$ cat src/sv/mett_ram.sv
// generic single-write, single-read ram with registered read data
`timescale 1ns / 1ps
module mett_ram #(
  parameter int WIDTH = 8,
  parameter int DEPTH = 64
) (
  input  logic                     clk,
  input  logic                     we,
  input  logic [$clog2(DEPTH)-1:0] waddr,
  input  logic [WIDTH-1:0]         wdata,
  input  logic                     re,
  input  logic [$clog2(DEPTH)-1:0] raddr,
  output logic [WIDTH-1:0]         rdata
);

  logic [WIDTH-1:0] mem [DEPTH];

  always_ff @(posedge clk) begin
    if (we) begin
      mem[waddr] <= wdata;
    end
    if (re) begin
      rdata <= mem[raddr];
    end
  end

endmodule

$ cat config.mk
export PLATFORM = sky130hd
export DESIGN_NAME = mett_ram
export DESIGN_NICKNAME = d
export VERILOG_FILES = /design/src/sv/mett_ram.sv
export SDC_FILE = /design/constraint.sdc
export NUM_CORES = 1
export LEC_CHECK = 0
export BUFFER_PORTS_ARGS = -buffer_cell sky130_fd_sc_hd__buf_2
export CELL_PAD_IN_SITES_DETAIL_PLACEMENT = 0
export CELL_PAD_IN_SITES_GLOBAL_PLACEMENT = 1
export CORE_UTILIZATION = 50
export DETAILED_ROUTE_END_ITERATION = 10
export GPL_ROUTABILITY_DRIVEN = 0
export PLACE_DENSITY_LB_ADDON = 0.1
export SETUP_SLACK_MARGIN = 0.02
export SYNTH_ARGS = -nofsm -noshare
export SYNTH_HDL_FRONTEND = slang
export SYNTH_SLANG_ARGS = --single-unit
$ cat constraint.sdc
create_clock -name clk -period 2.65 [get_ports clk]
set_input_delay 0.3975 -clock clk [delete_from_list [all_inputs] [get_ports clk]]
set_output_delay 0.3975 -clock clk [all_outputs]
set_load 0.02 [all_outputs]
==> results.md <==
* Synth Net Count at 963
* H-tree depth at 2
* GRT Total Usage at 0.235
* Post-synth EDFFs at 520
* Synth warn at 0
* Largest area contributor in the netlist: edfxtp_1
* Period utilization at 0.795
* Lkg Pwr at 7.52 nW
* CP bufs+invs at 1
* Critical Path Fanout Max at 1
* Worst Tran Pin Value at 813 ps
* Die width at 203 um
* Class of the worst hold path: in -> reg
* Wire per inst at 27.9 um
* Crit path cell chain: mux4_2 > nor2b_1 > a2111oi_0 > buf_4 > o41ai_1
* Initial Util at 0.508
* Rel. slew slack at 0.458
* RSZ-0062 raised after global routing: no
* Detail Placement HPWL at 30100 um
* Post-CTS sizing at 0
* Synth area leaders: edfxtp_1 77%, mux4_2 14%, nor2_1 1.5%
* Sequential area share after synthesis at 0.771
* Commonest non-fill, non-tap cell in the layout: edfxtp_1
* Final hold slack at 79.2 ps
* Flops & latches, synth at 520
* Max Slew Vio Count at 0
* Mean Syn Cell Area at 21.5 um2
* Final TNS setup at 0 ps
* Worst path max stage delay at 560 ps
* CTS tree: built
* Area Overhead vs Synth at 15.4%
* Slowest-stage cell, CP: a2111oi_0
* Crit Path Category: reg -> reg
* Share of cells above drive strength 1 at 0.317
* IO Pins at 31
* Number of vias per cell at 6.00
* Skew-Pair Late Insertion Delay at 580 ps
* Die area at 41300 um2
* First-pass GRT wire length at 69300 um
* Total clock buffers created by CTS at 52
* Tmin final at 2110 ps
* Post-CTS repair timing setup buffer count at 0
* Rows at 73
* Cell family with most CP delay: compound AO/OA/AOI/OAI gates
* R2r endpoint: rdata[3]
* CP Launch Point: mem[3][3]
* IO Port Bufs at 30
* Async set or reset register ratio after synthesis at 0
* Vias in the first global route at 10400
* Setup crit end: rdata[3]
* Ys flop type: edfxtp_1
* CP Depth at 5
* Area of the mapped netlist at 20200 um2
* Post-DRT Antenna Nets at 0
* Area share of the largest cell type after synthesis at 0.771
* Antenna violations before repair at 1
* Hold Buf Count CTS at 0
* Largest net degree at the start of global routing at 65
* Vias at 9953
* Total power at 16.8 mW
* Flop-to-flop setup slack at 540 ps
* CTS clock-pin slew for the worst setup and hold paths at about 60 ps
* Fin. Hold Viols at 0
* Yosys cell types at 39
* RR Startpoint: mem[3][3]
* Clk sinks at between 500 and 600
* Pwr Density at 719 nW/um2
* Cell count of the worst reg-to-reg path at 5
* Setup crit end kind: flop
* CP required at 2980 ps
* Max clock buf depth at 3
* Maxcap violations at 0
* Syn Inst Count at 940
* # diodes at 0
* Arrival @ worst endpoint at approximately 2400 ps
* Worst-case clock skew at 8.29 ps
* Core region area at 39800 um2
* Pre-Repair DR Iteration Count at 7
* # fillers at a little under 3000
* Worst vdd ir at just over 600 uV
* Grt ovf at 0
* Drt initial violations at 758
* Fin nets at 1120
* Root Buffer Master: clkbuf_16
* Fmax at 475 MHz
* Setup-failing EPs final at 0
* DRC errors left at 0
* Most frequent cells in the layout: 520 x edfxtp_1, 126 x mux4_2, 115 x buf_4, 83 x nor2_1, 53 x clkbuf_16
* Chip Height at 203 um
* Worst Setup Start Kind: flop
* DRT Wirelength at about 46000 um
* Status: finished clean
## cell families (layout without fill, tap and decap cells)
group / count (synthesis) / in the layout / synth area share
muxes: 162 / 162 / 0.159
and+or+nand+nor: 153 / 153 / 0.0337
DFF: 520 / 520 / 0.771
buffers and inverters: 51 / 246 / 0.0156
AOI/OAI and AO/OA: 54 / 54 / 0.0206
## cell type report
type	instances	area, um2	share of cell area
Clock inverter	30	188	0.00803
Multi-Input combinational cell	369	4320	0.185
Sequential cell	520	15600	0.668
Timing Repair Buffer	154	1230	0.0527
Clock buffer	62	1360	0.0582
Tap cell	525	657	0.0281
## power breakdown
group / switching, mW / total (mW) / internal [mW] / leakage, nW
clock network: 2.92 / 6.74 / 3.82 / 0.744
logic: 0.543 / 0.914 / 0.371 / 2.09
registers: 0.0251 / 9.15 / 9.12 / 4.69
total: 3.49 / 16.8 / 13.3 / 7.52
## sequential cells by signal, indices dropped and copies added, names as in the netlist
signal and cells:
mem 512, rdata 8
## worst reg2reg max path, cell delays in order, from the launching register on
cell       delay (ps)
edfxtp_1          360
mux4_2            470
nor2b_1           160
a2111oi_0         560
buf_4             230
o41ai_1            70
## cell usage after synthesis (4+ instances only)
library cell,n
nand2_1,19
mux2_2,13
a221oi_1,6
o22ai_1,8
edfxtp_1,520
nor2b_1,14
clkbuf_1,17
mux4_2,126
nor3_1,7
buf_2,11
nor2_1,83
buf_1,4
nand3_1,13
buf_4,13
nand2b_1,7
o221ai_1,8
a211oi_1,4
mux2i_1,23
buf_6,4
## per-stage QoR
stage / setup slack, ps / cells / util / area [um2]
after global placement: 0.870 / 1568 / 0.548 / 21800
after global routing: 400 / 1660 / 0.587 / 23400
after floorplan: 446 / 940 / - / 20200
final: 544 / 1660 / 0.587 / 23400
after CTS: 543 / 1660 / 0.587 / 23400
after detailed placement: 15.7 / 1568 / 0.548 / 21800
## routing by layer
layer / GRT usage / up-vias / wire (um)
li1: - / 4248 / -
met1: 0.332 / 5308 / 19700
met2: 0.377 / 320 / 22800
met3: 0.0376 / 75 / 2610
met4: 0.0738 / 2 / 1140
met5: 0 / - / 8
## how the worst min path moves through the flow
stage / startpoint / endpoint / slack, ps / depth (start not counted)
final: wdata[0] / mem[5][0] / 80 / 1
after global routing: wdata[0] / mem[5][0] / 60 / 1
after CTS: wdata[0] / mem[4][0] / 50 / 1
after detailed placement: wdata[0] / mem[2][0] / 680 / 1
after global placement: wdata[0] / mem[2][0] / 670 / 1
after floorplan: wdata[0] / mem[0][0] / 500 / 0
No activity file was read; power rests on OpenSTA's default activity.
