===== src/sv/mett_pkg.sv =====
// shared types, constants and command/status structs for the motion event tracker
`timescale 1ns / 1ps
package mett_pkg;

  localparam int MAX_EVENTS = 64;
  localparam int COORD_BITS = 12;
  localparam int FRAME_BITS = 24;
  localparam int IDX_W      = $clog2(MAX_EVENTS);
  localparam int CNT_W      = $clog2(MAX_EVENTS + 1);
  localparam int EDGE_W     = COORD_BITS + 1;
  localparam int AREA_W     = 2 * COORD_BITS;
  localparam int INTER_W    = 2 * EDGE_W;
  localparam int I100_W     = INTER_W + 7;
  localparam int SUM_W      = AREA_W + 1;
  localparam int LHS_W      = I100_W + SUM_W;
  localparam int R1_W       = 8 + AREA_W;
  localparam int RHS_W      = R1_W + AREA_W;
  localparam int CMP_W      = (LHS_W > RHS_W) ? LHS_W : RHS_W;

  typedef struct packed {
    logic [COORD_BITS-1:0] x;
    logic [COORD_BITS-1:0] y;
    logic [COORD_BITS-1:0] w;
    logic [COORD_BITS-1:0] h;
  } box_t;

  typedef struct packed {
    logic                  open;
    logic                  seen;
    logic [FRAME_BITS-1:0] start_f;
    logic [FRAME_BITS-1:0] stop_f;
    box_t                  box;
  } entry_t;

  localparam int ENTRY_W = $bits(entry_t);

  typedef enum logic [1:0] {
    OP_DETECT = 2'd0,
    OP_EOF    = 2'd1,
    OP_FILTER = 2'd2,
    OP_CLEAR  = 2'd3
  } op_t;

  typedef enum logic [2:0] {
    ST_MATCHED   = 3'd0,
    ST_INSERTED  = 3'd1,
    ST_DROPPED   = 3'd2,
    ST_CLOSED    = 3'd3,
    ST_KEPT      = 3'd4,
    ST_NONE_KEPT = 3'd5,
    ST_CLEARED   = 3'd6
  } status_t;

  typedef enum logic {
    REG_FPS = 1'b0,
    REG_PCT = 1'b1
  } reg_t;

  typedef enum logic [2:0] {
    WR_NONE,
    WR_MATCH,
    WR_INSERT,
    WR_EOF,
    WR_KEEP
  } wr_t;

  typedef enum logic [1:0] {
    CNT_HOLD,
    CNT_INC,
    CNT_ZERO,
    CNT_N
  } cnt_t;

  typedef enum logic [2:0] {
    EM_NONE,
    EM_MATCH,
    EM_INSERT,
    EM_DROP,
    EM_CLOSED,
    EM_KEPT,
    EM_NONE_KEPT,
    EM_CLEARED
  } emit_t;

  typedef struct packed {
    logic  load;
    logic  rd;
    logic  cap;
    logic  idx_inc;
    logic  idx_clr;
    logic  n_inc;
    wr_t   wr;
    cnt_t  cnt;
    emit_t emit;
  } cmd_t;

  typedef struct packed {
    logic idx_at_count;
    logic idx_at_n;
    logic full;
    logic match;
    logic keep;
    logic close;
    logic ent_open;
    logic n_zero;
  } stat_t;

endpackage


===== src/sv/mett_ctrl.sv =====
// sequencer for detection, end of frame, filter and clear operations
`timescale 1ns / 1ps
module mett_ctrl (
  input  logic            clk,
  input  logic            rst,
  input  logic            start,
  input  logic [1:0]      opcode,
  input  mett_pkg::stat_t stat,
  output mett_pkg::cmd_t  cmd,
  output logic            busy
);

  typedef enum logic [3:0] {
    S_IDLE,
    S_D_RD,
    S_D_CAP,
    S_D_CMP,
    S_D_DEC,
    S_E_RD,
    S_E_CAP,
    S_E_WR,
    S_F_RD,
    S_F_CAP,
    S_F_WR,
    S_F_CHK,
    S_R_RD,
    S_R_CAP,
    S_R_EM,
    S_CLR
  } state_t;

  state_t     state, state_next;
  logic [1:0] wcnt, wcnt_next;

  assign busy = (state != S_IDLE);

  always_comb begin
    cmd        = '0;
    state_next = state;
    wcnt_next  = wcnt;
    unique case (state)
      S_IDLE: begin
        if (start) begin
          cmd.load = 1'b1;
          unique case (mett_pkg::op_t'(opcode))
            mett_pkg::OP_DETECT: state_next = S_D_RD;
            mett_pkg::OP_EOF:    state_next = S_E_RD;
            mett_pkg::OP_FILTER: state_next = S_F_RD;
            mett_pkg::OP_CLEAR:  state_next = S_CLR;
          endcase
        end
      end
      S_D_RD: begin
        if (stat.idx_at_count) begin
          if (stat.full) begin
            cmd.emit = mett_pkg::EM_DROP;
          end else begin
            cmd.wr   = mett_pkg::WR_INSERT;
            cmd.cnt  = mett_pkg::CNT_INC;
            cmd.emit = mett_pkg::EM_INSERT;
          end
          state_next = S_IDLE;
        end else begin
          cmd.rd     = 1'b1;
          state_next = S_D_CAP;
        end
      end
      S_D_CAP: begin
        cmd.cap    = 1'b1;
        wcnt_next  = '0;
        state_next = S_D_CMP;
      end
      S_D_CMP: begin
        wcnt_next = wcnt + 2'd1;
        if (wcnt == 2'd3) begin
          state_next = S_D_DEC;
        end
      end
      S_D_DEC: begin
        if (stat.ent_open && stat.match) begin
          cmd.wr     = mett_pkg::WR_MATCH;
          cmd.emit   = mett_pkg::EM_MATCH;
          state_next = S_IDLE;
        end else begin
          cmd.idx_inc = 1'b1;
          state_next  = S_D_RD;
        end
      end
      S_E_RD: begin
        if (stat.idx_at_count) begin
          cmd.emit   = mett_pkg::EM_CLOSED;
          state_next = S_IDLE;
        end else begin
          cmd.rd     = 1'b1;
          state_next = S_E_CAP;
        end
      end
      S_E_CAP: begin
        cmd.cap    = 1'b1;
        state_next = S_E_WR;
      end
      S_E_WR: begin
        cmd.wr      = mett_pkg::WR_EOF;
        cmd.n_inc   = stat.close;
        cmd.idx_inc = 1'b1;
        state_next  = S_E_RD;
      end
      S_F_RD: begin
        if (stat.idx_at_count) begin
          cmd.cnt    = mett_pkg::CNT_N;
          state_next = S_F_CHK;
        end else begin
          cmd.rd     = 1'b1;
          state_next = S_F_CAP;
        end
      end
      S_F_CAP: begin
        cmd.cap    = 1'b1;
        state_next = S_F_WR;
      end
      S_F_WR: begin
        if (stat.keep) begin
          cmd.wr    = mett_pkg::WR_KEEP;
          cmd.n_inc = 1'b1;
        end
        cmd.idx_inc = 1'b1;
        state_next  = S_F_RD;
      end
      S_F_CHK: begin
        cmd.idx_clr = 1'b1;
        if (stat.n_zero) begin
          cmd.emit   = mett_pkg::EM_NONE_KEPT;
          state_next = S_IDLE;
        end else begin
          state_next = S_R_RD;
        end
      end
      S_R_RD: begin
        if (stat.idx_at_n) begin
          state_next = S_IDLE;
        end else begin
          cmd.rd     = 1'b1;
          state_next = S_R_CAP;
        end
      end
      S_R_CAP: begin
        cmd.cap    = 1'b1;
        state_next = S_R_EM;
      end
      S_R_EM: begin
        cmd.emit    = mett_pkg::EM_KEPT;
        cmd.idx_inc = 1'b1;
        state_next  = S_R_RD;
      end
      S_CLR: begin
        cmd.cnt    = mett_pkg::CNT_ZERO;
        cmd.emit   = mett_pkg::EM_CLEARED;
        state_next = S_IDLE;
      end
      default: state_next = S_IDLE;
    endcase
  end

  always_ff @(posedge clk) begin
    if (rst) begin
      state <= S_IDLE;
      wcnt  <= '0;
    end else begin
      state <= state_next;
      wcnt  <= wcnt_next;
    end
  end

endmodule


===== config.mk =====
export PLATFORM = sky130hd
export DESIGN_NAME = mett_ctrl
export DESIGN_NICKNAME = d
export VERILOG_FILES = /design/src/sv/mett_pkg.sv /design/src/sv/mett_ctrl.sv
export SDC_FILE = /design/constraint.sdc
export NUM_CORES = 1
export LEC_CHECK = 0
export BUFFER_PORTS_ARGS = -buffer_cell sky130_fd_sc_hd__buf_2
export CORE_UTILIZATION = 50
export CTS_CLUSTER_DIAMETER = 30
export DETAILED_ROUTE_END_ITERATION = 10
export GPL_TIMING_DRIVEN = 0
export PLACE_DENSITY_LB_ADDON = 0.25
export SKIP_LAST_GASP = 1
export SLEW_MARGIN = 20
export SYNTH_ARGS = -nofsm -noshare
export SYNTH_HDL_FRONTEND = slang
export SYNTH_SLANG_ARGS = --single-unit

===== constraint.sdc =====
create_clock -name clk -period 2.4 [get_ports clk]
set_clock_uncertainty 0.1 [all_clocks]
set_input_delay 0 -clock clk [delete_from_list [all_inputs] [get_ports clk]]
set_output_delay 0 -clock clk [all_outputs]
set_load 0.05 [all_outputs]

==> results_dict.tcl <==
set metrics [dict create \
    post_cts.repair.setup_buffers 0 \
    hold_viol 0 \
    max-cap-violations 0 \
    p_per_area_nw_per_um2 1320 \
    synth-seq-cells 6 \
    synth_top_family_by_area "simple AND/OR/NAND/NOR gates" \
    drive_above_1_share_pct 36.7 \
    muxShareOfSynthArea_pct 0 \
    p_leak_uw 0.000431 \
    period_share_pct 74.2 \
    worstPathRequired_ns 2.30 \
    power_frac_seq_pct 11.7 \
    fp.coreArea_um2 1330 \
    vias 903 \
    place_area_um2 893 \
    synth_edf_count 0 \
    ant_nets 0 \
    post_drt_wl_per_cell_um 13.1 \
    synthDistinctLibCells 38 \
    numCtsBuffers 3 \
    route.detailed.drc 0 \
    synth_flop_cell "dfxtp_1" \
    wl_met2_um 965 \
    hold_path_class "in2reg" \
    cpMaxStageDelayCell "dfxtp_1" \
    routed.top_layer "met3" \
    cts_max_level 1 \
    ys_warn_count 0 \
    maxSlewHeadroom_pct 84.0 \
    clkLatencyLatePin_ns 0.24 \
    clockRootBuffer "clkbuf_4" \
    overflow 0 \
    fp.dieH_um 40.5 \
    ys_seq_area_share_pct 16.2 \
    power_switching_uw 738 \
    combinationalPowerShare_pct 81.3 \
    p_clk_share_pct 7.0 \
    gp_congestion 0.787 \
    setup-tns-final_ns 0 \
    cts.sinks 6 \
    path_class "reg2out" \
    dieArea_um2 1640 \
    antenna_found_initial 0 \
    synth_xor_area_share_pct 0 \
    switching_share_pct 59.0 \
    synth_compound_area_share_pct 30.8 \
    syn_avg_cell_area_um2 6.98 \
    final.min_clock_period_ns 1.78 \
    power.internal_uw 513 \
    grt_pass1_wl_um 3000 \
    fmax_mhz 561 \
    diodes 0 \
    synthAdderAreaFrac_pct 1.69 \
    setup_viol 0 \
    wirelength_um 2020 \
    final_area_um2 946 \
    clk_pin_slew_ns 0.04 \
    die_x_um 40.5 \
    fill_cells 136 \
    wl_met3_um 134 \
    layout.nets 155 \
    outcome "finished clean" \
    syn_inst 106 \
    grt_usage_pct 27.0 \
    rows 13 \
    pin_count 28 \
    syn2layout_area_growth_pct 27.9 \
    rsz0062_at_grt "false" \
    netlist_area_um2 739 \
    initial_core_util_pct 55.4 \
    crit_path_cell_trace "buf_6, buf_2, buf_2, a21oi_1, nor3_1, buf_2" \
    grt_max_degree 11 \
    postSynth.asyncResetShare_pct 0 \
    io_buffers 27 \
    cts_buffer_depth 2 \
    arrival_ns 1.68 \
    cp-end-kind "output port" \
    yosys.area_share.simple_pct 41.3 \
    layout_commonest_cell "buf_2" \
    wl_met1_um 920 \
    crit_path_start_kind "flop" \
    finalMaxSlewViolations 0 \
    ir_drop_v 0.000710 \
    worstMarginPinSlew_ns 0.238 \
    synth_nets 120 \
    max_stage_delay_ns 0.32 \
    dp_hpwl_um 1460 \
    initialDrtViolationCount 29 \
    cp_max_fo 10 \
    drt_pass1_iterations 4 \
    grt_pass1_vias 673 \
    vias_per_cell 5.86 \
    crit_top_cell "buf_2" \
    cts_tree "done" \
    final_cell_mix "32 x buf_2, 12 x nor2_1, 11 x a21oi_1" \
]
[power groups by stage]
stage,logic (uW),registers [uW],clock network [uW]
floorplan,807,143,0
global placement,985,145,0
detailed placement,997,146,0
CTS,1000,144,94.0
global route,1090,150,103
finish,1020,146,88.0
[synthesized netlist by cell type, types with 2 or more instances]
library cell,count,share of area [%]
a211oi_2,3,5.1
a21oi_1,11,7.4
a2bb2oi_1,2,2.4
and3_1,2,1.7
and4_1,2,2.4
buf_2,5,3.4
buf_4,2,2.0
buf_6,2,3.0
dfxtp_1,6,16
inv_1,2,1.0
nand2_1,8,4.1
nand2b_1,3,2.5
nand3_1,3,2.0
nand4_1,2,1.7
nor2_1,12,6.1
nor2_4,2,3.0
nor2b_1,3,2.5
nor3_1,7,4.7
nor3_2,2,2.7
o21ai_0,6,4.1
o21ai_1,3,2.0
or3_1,2,1.7
[layer usage]
layer	GRT usage [%]	vias up
met5	0	-
met4	0	0
met3	8.33	0
met2	44.0	46
met1	36.7	403
li1	-	454
[per-stage QoR]
stage / setup slack [ns] / hold WS, ns / power (uW) / instances / utilization [%]
global placement: 0.917 / 0.106 / 1130 / 148 / 67.0
floorplan: 0.390 / -0.0309 / 949 / 106 / -
CTS: 0.631 / 0.0228 / 1240 / 154 / 70.9
finish: 0.618 / 0.0406 / 1250 / 154 / 70.9
detailed placement: 0.908 / 0.114 / 1140 / 148 / 67.0
global route: 0.505 / 0.0528 / 1340 / 154 / 70.9
[state kept, by name, indices dropped and copies added (netlist names)]
name and count:
state 4, wcnt 2
[worst paths after layout]
| check | from | endpoint | slack, ns | cells after the start |
|---|---|---|---|---|
| max | state[1] | cmd[5] | 0.62 | 6 |
| min | start | state[1] | 0.04 | 3 |
| max reg2reg | state[2] | state[0] | 0.97 | 5 |
| min reg2reg | wcnt[1] | wcnt[1] | 0.37 | 2 |
[worst max-delay path, delay by kind of cell, from the launching register on]
kind                   cells  cell delay (ns)
buffers and inverters      4             0.90
AO/OA/AOI/OAI              1             0.09
AND/OR/NAND/NOR            1             0.14
flip-flops                 1             0.32
[cell families (layout without fill, tap and decap cells)]
kind of cell | count (synthesis) | count (layout)
DFF | 6 | 6
buffers and inverters | 12 | 45
and+or+nand+nor | 53 | 53
adders and majority gates | 1 | 1
AOI/OAI and AO/OA | 34 | 34
[cell type report]
class	count	area, um2	share of cell area, %
inverters	3	11.3	1.19
flip-flops and latches	6	120	12.7
multi-input cells	88	546	57.7
well taps	15	18.8	1.98
repair buffers	30	165	17.5
clock buffers	3	22.5	2.38
plain buffers	9	62.6	6.61
[what timing repair did]
| item | CTS | global route |
|---|---|---|
| hold buffers | 3 | 0 |
| endpoints found under the hold margin | 4 | 0 |
| resized for setup | 0 | 0 |
Power figures use the tool's default switching activity.
